<file path="src/rtl/core/prediction_error_transmit_suppressor_defines.svh">
`ifndef PREDICTION_ERROR_TRANSMIT_SUPPRESSOR_DEFINES_SVH
`define PREDICTION_ERROR_TRANSMIT_SUPPRESSOR_DEFINES_SVH

// same-cycle implication
`define PETS_ASSERT_SAME(lbl, clk, rst_n, ante, cons, msg) \
  lbl: assert property (@(posedge clk) disable iff (!rst_n) (ante) |-> (cons)) \
    else $error(msg);

// next-cycle implication
`define PETS_ASSERT_NEXT(lbl, clk, rst_n, ante, cons, msg) \
  lbl: assert property (@(posedge clk) disable iff (!rst_n) (ante) |=> (cons)) \
    else $error(msg);

`endif

</file>
<file path="src/rtl/core/pets_pkg.sv">
`default_nettype none

package pets_pkg;

  localparam int CHANNELS_DEF = 6;
  localparam int MAX_CHANNELS = 6;

  localparam int QUEUE_DEPTH = 4;
  localparam int QIDX_W      = $clog2(QUEUE_DEPTH);
  localparam int QCNT_W      = $clog2(QUEUE_DEPTH + 1);

  localparam int CFG_IDX_W  = 2;
  localparam int CFG_DATA_W = 16;

  localparam logic [CFG_IDX_W-1:0] CFG_THRESHOLD = 2'd0;
  localparam logic [CFG_IDX_W-1:0] CFG_WEIGHT    = 2'd1;
  localparam logic [CFG_IDX_W-1:0] CFG_LATENCY   = 2'd2;

  localparam logic [15:0] THRESHOLD_RST = 16'd614;
  localparam logic [7:0]  WEIGHT_RST    = 8'd51;
  localparam logic [15:0] LATENCY_RST   = 16'd50;

  typedef struct packed {
    logic signed [15:0] actual_ch0;
    logic signed [15:0] actual_ch1;
    logic signed [15:0] actual_ch2;
    logic signed [15:0] actual_ch3;
    logic signed [15:0] actual_ch4;
    logic signed [15:0] actual_ch5;
    logic signed [15:0] guess_ch0;
    logic signed [15:0] guess_ch1;
    logic signed [15:0] guess_ch2;
    logic signed [15:0] guess_ch3;
    logic signed [15:0] guess_ch4;
    logic signed [15:0] guess_ch5;
  } in_item_t;

  typedef struct packed {
    logic        transmit;
    logic        start_update;
    logic        apply_update;
    logic [15:0] mean_error;
    logic [15:0] smoothed_error;
    logic [15:0] step_index;
  } out_item_t;

  typedef struct packed {
    logic              not_empty;
    logic [QCNT_W-1:0] level;
  } queue_stat_t;

endpackage

`default_nettype wire

</file>
<file path="src/rtl/core/pets_front.sv">
`default_nettype none

module pets_front #(
  parameter int CHANNELS = pets_pkg::CHANNELS_DEF
) (
  input  wire logic                clk,
  input  wire logic                rst_n,
  input  wire logic                in_valid,
  output logic                     in_ready,
  input  wire pets_pkg::in_item_t  in_data,
  input  wire pets_pkg::queue_stat_t q_stat,
  output logic                     push_valid,
  output logic [15:0]              push_mean
);

  localparam int CH_W   = $clog2(CHANNELS);
  localparam int SUM_W  = 16 + CH_W;
  localparam int SHIFT  = SUM_W + CH_W;
  localparam int PROD_W = SUM_W + SHIFT + 1;
  localparam longint RECIP_L = ((longint'(1) << SHIFT) + CHANNELS - 1) / CHANNELS;
  localparam logic [SHIFT:0] RECIP = (SHIFT + 1)'(RECIP_L);

  logic signed [15:0] act [pets_pkg::MAX_CHANNELS];
  logic signed [15:0] gss [pets_pkg::MAX_CHANNELS];
  logic [SUM_W-1:0]   sum;
  logic [SUM_W-1:0]   sum_r, sum_nxt;
  logic               s1_valid_r, s1_valid_nxt;
  logic [PROD_W-1:0]  prod;
  logic [pets_pkg::QCNT_W:0] occ;
  logic               accept;

  assign act[0] = in_data.actual_ch0;
  assign act[1] = in_data.actual_ch1;
  assign act[2] = in_data.actual_ch2;
  assign act[3] = in_data.actual_ch3;
  assign act[4] = in_data.actual_ch4;
  assign act[5] = in_data.actual_ch5;
  assign gss[0] = in_data.guess_ch0;
  assign gss[1] = in_data.guess_ch1;
  assign gss[2] = in_data.guess_ch2;
  assign gss[3] = in_data.guess_ch3;
  assign gss[4] = in_data.guess_ch4;
  assign gss[5] = in_data.guess_ch5;

  always_comb begin
    logic signed [16:0] d;
    logic [16:0]        mag;
    sum = '0;
    for (int i = 0; i < CHANNELS; i++) begin
      d   = 17'(act[i]) - 17'(gss[i]);
      mag = d[16] ? 17'(-d) : 17'(d);
      sum = sum + SUM_W'(mag[15:0]);
    end
  end

  // one queue slot is held for the item in the sum stage
  assign occ      = {1'b0, q_stat.level} + {{pets_pkg::QCNT_W{1'b0}}, s1_valid_r};
  assign in_ready = occ < (pets_pkg::QCNT_W + 1)'(pets_pkg::QUEUE_DEPTH);
  assign accept   = in_valid && in_ready;

  assign s1_valid_nxt = accept;
  assign sum_nxt      = accept ? sum : sum_r;

  always_ff @(posedge clk) begin
    if (!rst_n) begin
      s1_valid_r <= 1'b0;
    end else begin
      s1_valid_r <= s1_valid_nxt;
    end
    sum_r <= sum_nxt;
  end

  // exact floor division by the channel count via reciprocal
  assign prod       = PROD_W'(sum_r) * PROD_W'(RECIP);
  assign push_mean  = prod[SHIFT +: 16];
  assign push_valid = s1_valid_r;

endmodule

`default_nettype wire

</file>
<file path="src/rtl/core/pets_queue.sv">
`default_nettype none

module pets_queue (
  input  wire logic                  clk,
  input  wire logic                  rst_n,
  input  wire logic                  push,
  input  wire logic [15:0]           push_mean,
  input  wire logic                  pop,
  output logic [15:0]                head_mean,
  output pets_pkg::queue_stat_t      q_stat
);

  logic [15:0]                   mem [pets_pkg::QUEUE_DEPTH];
  logic [pets_pkg::QIDX_W-1:0]   wr_ptr_r, wr_ptr_nxt;
  logic [pets_pkg::QIDX_W-1:0]   rd_ptr_r, rd_ptr_nxt;
  logic [pets_pkg::QCNT_W-1:0]   count_r, count_nxt;

  localparam logic [pets_pkg::QIDX_W-1:0] LAST = pets_pkg::QIDX_W'(pets_pkg::QUEUE_DEPTH - 1);

  always_comb begin
    wr_ptr_nxt = wr_ptr_r;
    rd_ptr_nxt = rd_ptr_r;
    count_nxt  = count_r;
    if (push) begin
      wr_ptr_nxt = (wr_ptr_r == LAST) ? '0 : wr_ptr_r + 1'b1;
    end
    if (pop) begin
      rd_ptr_nxt = (rd_ptr_r == LAST) ? '0 : rd_ptr_r + 1'b1;
    end
    if (push && !pop) begin
      count_nxt = count_r + 1'b1;
    end else if (pop && !push) begin
      count_nxt = count_r - 1'b1;
    end
  end

  always_ff @(posedge clk) begin
    if (!rst_n) begin
      wr_ptr_r <= '0;
      rd_ptr_r <= '0;
      count_r  <= '0;
    end else begin
      wr_ptr_r <= wr_ptr_nxt;
      rd_ptr_r <= rd_ptr_nxt;
      count_r  <= count_nxt;
    end
    if (push) begin
      mem[wr_ptr_r] <= push_mean;
    end
  end

  assign head_mean        = mem[rd_ptr_r];
  assign q_stat.not_empty = count_r != '0;
  assign q_stat.level     = count_r;

endmodule

`default_nettype wire

</file>
<file path="src/rtl/core/pets_back.sv">
`default_nettype none
`include "prediction_error_transmit_suppressor_defines.svh"

module pets_back (
  input  wire logic                            clk,
  input  wire logic                            rst_n,
  input  wire pets_pkg::queue_stat_t           q_stat,
  input  wire logic [15:0]                     head_mean,
  output logic                                 pop,
  output logic                                 out_valid,
  input  wire logic                            out_ready,
  output pets_pkg::out_item_t                  out_data,
  input  wire logic                            cfg_we,
  input  wire logic [pets_pkg::CFG_IDX_W-1:0]  cfg_index,
  input  wire logic [pets_pkg::CFG_DATA_W-1:0] cfg_data
);

  logic [15:0] thr_r, thr_nxt;
  logic [7:0]  wt_r, wt_nxt;
  logic [15:0] lat_r, lat_nxt;

  logic [15:0] avg_r, avg_nxt;
  logic        seen_r, seen_nxt;
  logic        pend_r, pend_nxt;
  logic [15:0] steps_r, steps_nxt;
  logic [15:0] step_r, step_nxt;

  logic                out_valid_r, out_valid_nxt;
  pets_pkg::out_item_t out_data_r, out_data_nxt;

  logic        fire;
  logic        applied, started, tx, pend1;
  logic [15:0] rem1, avg;
  logic [24:0] acc;

  always_comb begin
    thr_nxt = thr_r;
    wt_nxt  = wt_r;
    lat_nxt = lat_r;
    if (cfg_we) begin
      case (cfg_index)
        pets_pkg::CFG_THRESHOLD: thr_nxt = cfg_data;
        pets_pkg::CFG_WEIGHT:    wt_nxt  = cfg_data[7:0];
        pets_pkg::CFG_LATENCY:   lat_nxt = cfg_data;
        default: ;
      endcase
    end
  end

  assign fire = q_stat.not_empty && (!out_valid_r || out_ready);
  assign pop  = fire;

  // countdown runs before this item's decision
  assign applied = pend_r && (steps_r <= 16'd1);
  assign pend1   = pend_r && !applied;
  assign rem1    = applied ? 16'd0 : (pend_r ? steps_r - 16'd1 : steps_r);

  assign acc = ({17'd0, wt_r} * {9'd0, avg_r})
             + ((25'd256 - {17'd0, wt_r}) * {9'd0, head_mean});
  assign avg = acc[23:8];

  assign tx      = (avg > thr_r) || !seen_r;
  assign started = tx && !pend1;

  always_comb begin
    avg_nxt       = avg_r;
    seen_nxt      = seen_r;
    pend_nxt      = pend_r;
    steps_nxt     = steps_r;
    step_nxt      = step_r;
    out_data_nxt  = out_data_r;
    out_valid_nxt = out_valid_r && !out_ready;
    if (fire) begin
      avg_nxt   = avg;
      seen_nxt  = 1'b1;
      pend_nxt  = pend1 || started;
      steps_nxt = started ? lat_r : rem1;
      step_nxt  = step_r + 16'd1;
      out_valid_nxt               = 1'b1;
      out_data_nxt.transmit       = tx;
      out_data_nxt.start_update   = started;
      out_data_nxt.apply_update   = applied;
      out_data_nxt.mean_error     = head_mean;
      out_data_nxt.smoothed_error = avg;
      out_data_nxt.step_index     = step_r;
    end
  end

  always_ff @(posedge clk) begin
    if (!rst_n) begin
      thr_r       <= pets_pkg::THRESHOLD_RST;
      wt_r        <= pets_pkg::WEIGHT_RST;
      lat_r       <= pets_pkg::LATENCY_RST;
      avg_r       <= '0;
      seen_r      <= 1'b0;
      pend_r      <= 1'b0;
      steps_r     <= '0;
      step_r      <= '0;
      out_valid_r <= 1'b0;
    end else begin
      thr_r       <= thr_nxt;
      wt_r        <= wt_nxt;
      lat_r       <= lat_nxt;
      avg_r       <= avg_nxt;
      seen_r      <= seen_nxt;
      pend_r      <= pend_nxt;
      steps_r     <= steps_nxt;
      step_r      <= step_nxt;
      out_valid_r <= out_valid_nxt;
    end
    out_data_r <= out_data_nxt;
  end

  assign out_valid = out_valid_r;
  assign out_data  = out_data_r;

  `PETS_ASSERT_NEXT(a_start_loads, clk, rst_n, fire && started, pend_r && (steps_r == $past(lat_r)), "update start did not load countdown")
  `PETS_ASSERT_SAME(a_idle_count, clk, rst_n, !pend_r, steps_r == 16'd0, "countdown nonzero with no update pending")
  `PETS_ASSERT_NEXT(a_step_inc, clk, rst_n, fire, step_r == 16'($past(step_r) + 16'd1), "step counter skipped")

endmodule

`default_nettype wire

</file>
<file path="src/rtl/core/prediction_error_transmit_suppressor.sv">
// Prediction error transmit suppressor.
// Input channel (in_valid/in_ready/in_data): one sensor frame per item, six
// measured and six predicted channels in signed Q3.12.
// Output channel (out_valid/out_ready/out_data): one result per item with the
// transmit decision, update start/apply flags, mean error, smoothed error and
// step index.
// Config port (cfg_we/cfg_index/cfg_data): 0 threshold, 1 EWMA weight,
// 2 update latency; other indexes are ignored. Write only while idle.
// Path: an accepted item is registered in the sum stage, goes through the
// reciprocal multiply into a 4-entry queue, and is held in the decision register.
// Throughput: one item per cycle while out_ready is high, set by the
// back-end EWMA/decision loop that carries the average and update countdown.
// Reset (rst_n low, synchronous): registers return to 614/51/50, average,
// counters and flags clear, queue empties; the first item always transmits.
// Receiver stall: the result holds in the output register, the queue fills,
// and in_ready drops once the queue plus the sum stage reach four items.
`default_nettype none

module prediction_error_transmit_suppressor #(
  parameter int CHANNELS = pets_pkg::CHANNELS_DEF
) (
  input  wire logic                            clk,
  input  wire logic                            rst_n,
  input  wire logic                            in_valid,
  output logic                                 in_ready,
  input  wire pets_pkg::in_item_t              in_data,
  output logic                                 out_valid,
  input  wire logic                            out_ready,
  output pets_pkg::out_item_t                  out_data,
  input  wire logic                            cfg_we,
  input  wire logic [pets_pkg::CFG_IDX_W-1:0]  cfg_index,
  input  wire logic [pets_pkg::CFG_DATA_W-1:0] cfg_data
);

  pets_pkg::queue_stat_t q_stat;
  logic                  push_valid;
  logic [15:0]           push_mean;
  logic                  pop;
  logic [15:0]           head_mean;

  pets_front #(
    .CHANNELS(CHANNELS)
  ) u_front (
    .clk       (clk),
    .rst_n     (rst_n),
    .in_valid  (in_valid),
    .in_ready  (in_ready),
    .in_data   (in_data),
    .q_stat    (q_stat),
    .push_valid(push_valid),
    .push_mean (push_mean)
  );

  pets_queue u_queue (
    .clk      (clk),
    .rst_n    (rst_n),
    .push     (push_valid),
    .push_mean(push_mean),
    .pop      (pop),
    .head_mean(head_mean),
    .q_stat   (q_stat)
  );

  pets_back u_back (
    .clk      (clk),
    .rst_n    (rst_n),
    .q_stat   (q_stat),
    .head_mean(head_mean),
    .pop      (pop),
    .out_valid(out_valid),
    .out_ready(out_ready),
    .out_data (out_data),
    .cfg_we   (cfg_we),
    .cfg_index(cfg_index),
    .cfg_data (cfg_data)
  );

endmodule

`default_nettype wire
</file>
<file path="config.mk">
export PLATFORM = sky130hd
export DESIGN_NAME = prediction_error_transmit_suppressor
export DESIGN_NICKNAME = d
export VERILOG_FILES = /design/src/rtl/core/pets_pkg.sv /design/src/rtl/core/pets_front.sv /design/src/rtl/core/pets_queue.sv /design/src/rtl/core/pets_back.sv /design/src/rtl/core/prediction_error_transmit_suppressor.sv
export VERILOG_INCLUDE_DIRS = /design/src /design/src/rtl/core
export SDC_FILE = /design/constraint.sdc
export NUM_CORES = 2
export LEC_CHECK = 0
export BUFFER_PORTS_ARGS = -buffer_cell sky130_fd_sc_hd__buf_2
export CAP_MARGIN = 20
export CORE_ASPECT_RATIO = 2
export CORE_UTILIZATION = 57
export DETAILED_ROUTE_END_ITERATION = 8
export GPL_TIMING_DRIVEN = 0
export PLACE_DENSITY = 0.79
export SKIP_LAST_GASP = 1
export SYNTH_ARGS = -nofsm -noshare
export SYNTH_HDL_FRONTEND = slang
export SYNTH_HIERARCHICAL = 1
export SYNTH_SLANG_ARGS = --single-unit
</file>
<file path="constraint.sdc">
create_clock -name clk -period 8 [get_ports clk]
set_clock_uncertainty 0.2 [all_clocks]
set_input_delay 0.8 -clock clk [delete_from_list [all_inputs] [get_ports clk]]
set_output_delay 0.8 -clock clk [all_outputs]
set_load 0.05 [all_outputs]
</file>
=== Yosys cells after proc, flatten, opt, wreduce, memory -nomap -nowiden ===
Memories as Yosys holds them, arrays and structs flattened. A register that Yosys moved wholly into a read port is not among the register bits.
Cells that the tools add are included.

* Register bits: 169
* Output and inout bits: 53
* Memories: 1
* Bits in writable memories: 64

{| class="wikitable"
|+ Memory list
! memory !! words !! bits a word !! rd ports !! clocked after memory_dff !! write ports !! line !! text
|-
| u_queue.mem || 4 || 16 || 1 || 1 || 1 || pets_queue.sv:13 || <nowiki>logic [15:0] mem [pets_pkg::QUEUE_DEPTH];</nowiki>
|}

* Mux-type cells: 18
* Eq/ne operators: 4
* $add $sub $neg: 26
* $lt $le $gt $ge: 3
* $mul: 3
* Reductions and logical operators: 26

{| class="wikitable"
|+ Operators with widths
! kind !! number
|-
| $mux W16 || 9
|-
| $sub A16 B16 Y17 || 6
|-
| $neg A16 Y16 || 6
|-
| $add A19 B16 Y19 || 4
|-
| $mul A19 B20 Y38 const B || 1
|-
| $mul A25 B16 Y24 || 1
|-
| $add A24 B24 Y24 || 1
|-
| $mul A8 B16 Y24 || 1
|-
| $add A16 B16 Y17 || 1
|-
| $add A16 B1 Y16 const B || 1
|-
| $gt A16 B16 Y1 || 1
|-
| $le A16 B1 Y1 const B || 1
|-
| $sub A16 B1 Y16 const B || 1
|-
| $sub A9 B8 Y10 const A || 1
|-
| $logic_and A1 B1 Y1 || 8
|-
| $mux W2 || 4
|-
| $reduce_and A2 Y1 || 4
|-
| $logic_not A1 Y1 || 7
|-
| $eq A2 B2 Y1 const B || 3
|-
| $mux W3 || 2
|-
| $reduce_bool A3 Y1 || 2
|-
| $add A2 B1 Y2 const B || 2
|-
| $add A3 B1 Y4 || 1
|-
| $lt A4 B3 Y1 const B || 1
|-
| 7 further kinds || 11
|}

=== Depth between registers and ports, before layout ===
* Word-level depth: 8
* Depth in mapped cells: 38
* Gate-level depth less buffers: 35

=== By module ===
Netlist, hierarchy kept.

{| class="wikitable"
|+ Modules (own cells, without submodules)
! module !! seq. area each (um^2) !! cells each !! area an instance (um^2) !! instances
|-
| pets_front || 590.6 || 1775 || 14594.0 || 1
|-
| pets_back || 3353.2 || 1568 || 14592.7 || 1
|-
| pets_queue || 2102.0 || 127 || 2797.7 || 1
|}

=== Worst setup path before layout ===
OpenSTA, ideal clock, no wires.

* Kind: reg-to-reg
* From: reg u_back.wt_r[1]
* To: reg u_back.steps_r[12]
* Path slack: -0.830 ns
* Stages on the path, launching flop included: 35
* Period minus slack after synthesis: 8.830 ns
* Buffers on the path: 3
* Library setup time: 0.117 ns
* Data arrival time: 8.513 ns
* Cell sequence: dfxtp_1 clkbuf_1 inv_1 ha_1 nand2_1 or3_1 xor2_1 clkbuf_1 nand2_1 fa_1 inv_1 fa_1 fa_1 fa_1 fa_1 inv_1 fa_1 inv_1 ha_1 nand2_1 o211ai_1 or3b_2 o211ai_2 a211oi_1 o21bai_1 xor2_1 ha_1 and4_1 nand3_1 a211oi_2 o21bai_4 a31oi_2 clkbuf_1 o21ai_0 a32o_1

* Word-level cells in the longest chain between the ends: 8
* Elaborated cells between the ends (all ways): 10

{| class="wikitable"
|+ Ends and longest elaborated chain
! element !! line !! text
|-
| start: declaration || pets_back.sv:19 || <nowiki>logic [7:0] wt_r, wt_nxt;</nowiki>
|-
| start signal: assignment || pets_back.sv:92 || <nowiki>wt_r <= pets_pkg::WEIGHT_RST;</nowiki>
|-
| start signal: assignment || pets_back.sv:102 || <nowiki>wt_r <= wt_nxt;</nowiki>
|-
| $sub A9 B8 Y10 || pets_back.sv:59 || <nowiki>+ ((25'd256 - {17'd0, wt_r}) * {9'd0, head_mean});</nowiki>
|-
| $mul A25 B16 Y24 || pets_back.sv:59 ||
|-
| $add A24 B24 Y24 * || pets_back.sv:59 ||
|-
| named net u_back.acc[23] || pets_back.sv:34 || <nowiki>logic [24:0] acc;</nowiki>
|-
| $gt A16 B16 Y1 * || pets_back.sv:62 || <nowiki>assign tx = (avg > thr_r) || !seen_r;</nowiki>
|-
| $logic_or A1 B1 Y1 * || pets_back.sv:62 ||
|-
| $logic_and A1 B1 Y1 * || pets_back.sv:63 || <nowiki>assign started = tx && !pend1;</nowiki>
|-
| $reduce_bool A3 Y1 (no line) || - ||
|-
| $reduce_and A2 Y1 (no line) || - ||
|-
| end signal: assignment || pets_back.sv:107 || <nowiki>steps_r <= steps_nxt;</nowiki>
|-
| end: declaration || pets_back.sv:25 || <nowiki>logic [15:0] steps_r, steps_nxt;</nowiki>
|}

Mark *: on every way through the listed nets, which the timed path passes. The rest lies on a longest branch.
A chain may end at the register's enable or synchronous reset.

=== Worst setup path after layout ===
* From: reg u_back.wt_r[0]
* To: reg u_back.steps_r[2]

The elaborated chain is that of the path after synthesis.

==> results_dict.tcl <==
set metrics [dict create \
    finalSetupViolCount 20 \
    drcViolationCount 0 \
    synthCells 3470 \
    cts_buffers 22 \
    required_ns 8.24 \
    slowest_delay_ns 0.59 \
    path_max_fanout 7 \
    htreeDepth 1 \
    yosysWarnings 6 \
    die_area_um2 57100 \
    routedWlPerCell_um 20.1 \
    fin_ws_ns -1.14 \
    period_share 1.14 \
    dpl_worst_slack_ns -2.51 \
    max_freq_mhz 109 \
    clk_path_buf_depth 3 \
    critical_path_arrival_ns 9.38 \
    io_buffers 267 \
    synth_area_leaders "fa_1 (25%), ha_1 (14%), edfxtp_1 (13%), inv_1 (8.3%), dfxtp_1 (6.3%)" \
    rsz0062_at_grt "true" \
    maxSlewViolCount 0 \
    hold_path_class "flip-flop to flip-flop" \
    end_kind "flip-flop" \
    cap_violations 0 \
    core_um2 55400 \
    crit_path_start "u_back/wt_r[0]" \
    drtAntennaViolNets 0 \
    hold_viol 0 \
    synth.avg_cell_area_um2 9.22 \
    crit_slowest_cell "fa_2" \
    crit_type "flip-flop to flip-flop" \
    yosys_most_used_dff "edfxtp_1" \
    grt_usage 0.327 \
    fin_nets 4818 \
    reg2reg_from "u_back/wt_r[0]" \
    slew_headroom 0.288 \
    ys_async_sr_fraction 0 \
    yosysSeqAreaShare 0.189 \
    path_delay_family "adder cells" \
    rows 122 \
    tightest_slew_ns 1.07 \
    synth_seq_cells 235 \
    post_synth_num_cell_types 109 \
    cts-root-buf "clkbuf_16" \
    period_needed_ns 9.14 \
    ioPinCount 268 \
    reg2regPathDepth 36 \
    syn_area_um2 32000 \
    violations "negative setup slack" \
    firstDrtPassIters 5 \
    clock-sinks 235 \
    dieWidth_um 170 \
    antenna_found_initial 22 \
    r2r-end "u_back/steps_r[2]" \
    vias_per_cell 5.64 \
    synthTopCellsByCount "inv_1 (709), fa_1 (392), ha_1 (357), nand2_1 (349), xnor2_1 (140)" \
    clkLatencyLatePin_ns 0.56 \
    worstHoldStart "u_back/step_r[15]" \
    synth_most_common_cell "inv_1" \
    cts_tree "yes" \
    dieHeight_um 337 \
    rrSetupSlack_ns -1.14 \
    start_util 0.577 \
    holdPathEnd "u_back/out_data[15]" \
    crit_buf_inv 10 \
    vias 26100 \
    grt_pass1_wl_um 141000 \
    routed_wl_um 92700 \
    synth_area_leader_cell "fa_1" \
    syn_nets 4434 \
    grt_max_degree 41 \
    overflow 0 \
    hold_path_depth 0 \
    routabilityCongestion 1.00 \
    fillers 4446 \
    status "complete, but fails checks" \
    critPathLaunchType "flip-flop" \
    drive_gt1_frac 0.163 \
    area_delta_synth_final_pct 15.3 \
    synth_edf_count 134 \
    grt_pass1_vias 27500 \
    drt_iter0_drc 1140 \
    cts.clk_slew.worst_paths_ns 0.09 \
    synth_top_cell_area_share 0.245 \
    dp_hpwl_um 74500 \
]
==> registers in the layout, summed over array words and instances, names as in the netlist, named ones only <==
name,cells
u_queue/wr_ptr_r,2
u_back/thr_r,16
u_queue/mem,64
u_back/steps_r,16
u_back/lat_r,16
u_back/out_data,51
u_back/pend_r,1
u_back/step_r,16
u_queue/count_r,3
u_back/avg_r,16
u_front/push_valid,1
u_front/sum_r,19
u_back/out_valid,1
u_queue/rd_ptr_r,2
u_back/seen_r,1
u_back/wt_r,8
==> metrics by stage <==
stage | std cells | cell area [µm²] | hold WS (ns) | TNS [ns] | utilization
global route | 4621 | 36900 | 0.268 | -23.47 | 0.665
finish | 4624 | 36900 | 0.252 | -20.63 | 0.665
CTS | 4590 | 36400 | 0.253 | -16.66 | 0.657
detailed placement | 4482 | 34600 | 0.252 | -48.50 | 0.625
floorplan | 3470 | 32300 | 0.229 | -0.760 | -
global placement | 4481 | 34600 | 0.245 | -46.72 | 0.624
==> logic make-up (layout without fill, tap and decap cells) <==
kind of cell    Yosys count  count (layout)  share of synthesized area
compound gates          509             509                      0.109
xor+xnor                211             211                     0.0578
fa+ha+maj               749             749                      0.385
buf+inv                 820            1218                     0.0996
flops                   235             235                      0.189
mux                      34              36                     0.0179
other cells               0              10                          0
simple gates            912             912                      0.142
==> layout by cell type (no fill, tap or decap), types with 13 or more instances in the layout <==
cell / instances
clkbuf_16: 25
mux2i_1: 13
inv_2: 15
nand3_1: 48
o21ai_0: 97
buf_2: 269
nor2b_1: 33
nand2b_1: 28
and2_1: 131
fa_2: 15
nand4_1: 15
nor2_1: 128
nand2_1: 336
o31ai_1: 13
buf_6: 19
edfxtp_1: 134
clkbuf_1: 52
xor2_1: 66
a21oi_1: 89
o211ai_1: 23
a31oi_1: 17
and3_1: 15
mux4_2: 15
ha_4: 14
a21o_1: 31
ha_1: 342
o21a_1: 33
inv_1: 693
dfxtp_1: 97
xnor2_1: 134
fa_1: 377
or3_1: 19
a211oi_1: 13
a21boi_0: 37
buf_4: 98
nor3_1: 46
nor4_1: 13
a32o_1: 14
o21ai_1: 24
==> routing by layer <==
layer | share of wire | vias to the layer above | global-route usage
met5 | 0.0015 | - | 0
met1 | 0.29 | 12600 | 0.277
met2 | 0.55 | 941 | 0.633
li1 | - | 12000 | -
met3 | 0.053 | 505 | 0.0572
met4 | 0.11 | 22 | 0.296
==> area by class of cell <==
class	instances	area [µm²]	share of cell area
multi-input combinational	2417	23500	0.637
sequential	235	6060	0.164
inverter	711	2680	0.0726
timing repair buffer	371	2300	0.0623
tap	744	931	0.0252
clock buffer	29	618	0.0168
buffer	96	613	0.0166
clock inverter	11	156	0.00424
antenna	10	25.0	0.000679
==> what timing repair did <==
action                     CTS  global route
gates resized for setup    102            70
pin swaps                   73            60
setup endpoints to repair   28            26
setup buffers               73            28
cloned                       5             2
hold buffers                 0             0
==> worst reg2reg max path, delay by kind of cell (launching register included) <==
kind | cells | cell delay (ns)
adder cells (fa/ha/maj) | 9 | 3.74
AND/OR/NAND/NOR | 7 | 1.39
AO/OA/AOI/OAI | 8 | 1.93
buffers and inverters | 10 | 1.07
flip-flops | 1 | 0.35
XOR/XNOR | 2 | 0.35
==> how the worst max path moves through the flow <==
| stage | end | slack (ns) | cells after the start |
|---|---|---|---|
| floorplan | u_back/steps_r[6] | -0.10 | 31 |
| global route | u_back/steps_r[3] | -1.28 | 38 |
| finish | u_back/steps_r[2] | -1.14 | 36 |
| detailed placement | u_back/steps_r[3] | -2.51 | 31 |
| CTS | u_back/steps_r[7] | -0.94 | 39 |
| global placement | u_back/steps_r[8] | -2.44 | 30 |
Power is left out: the tool's default activity adds up to more than one toggle a clock period on the data nets, which glitch-free logic cannot reach.
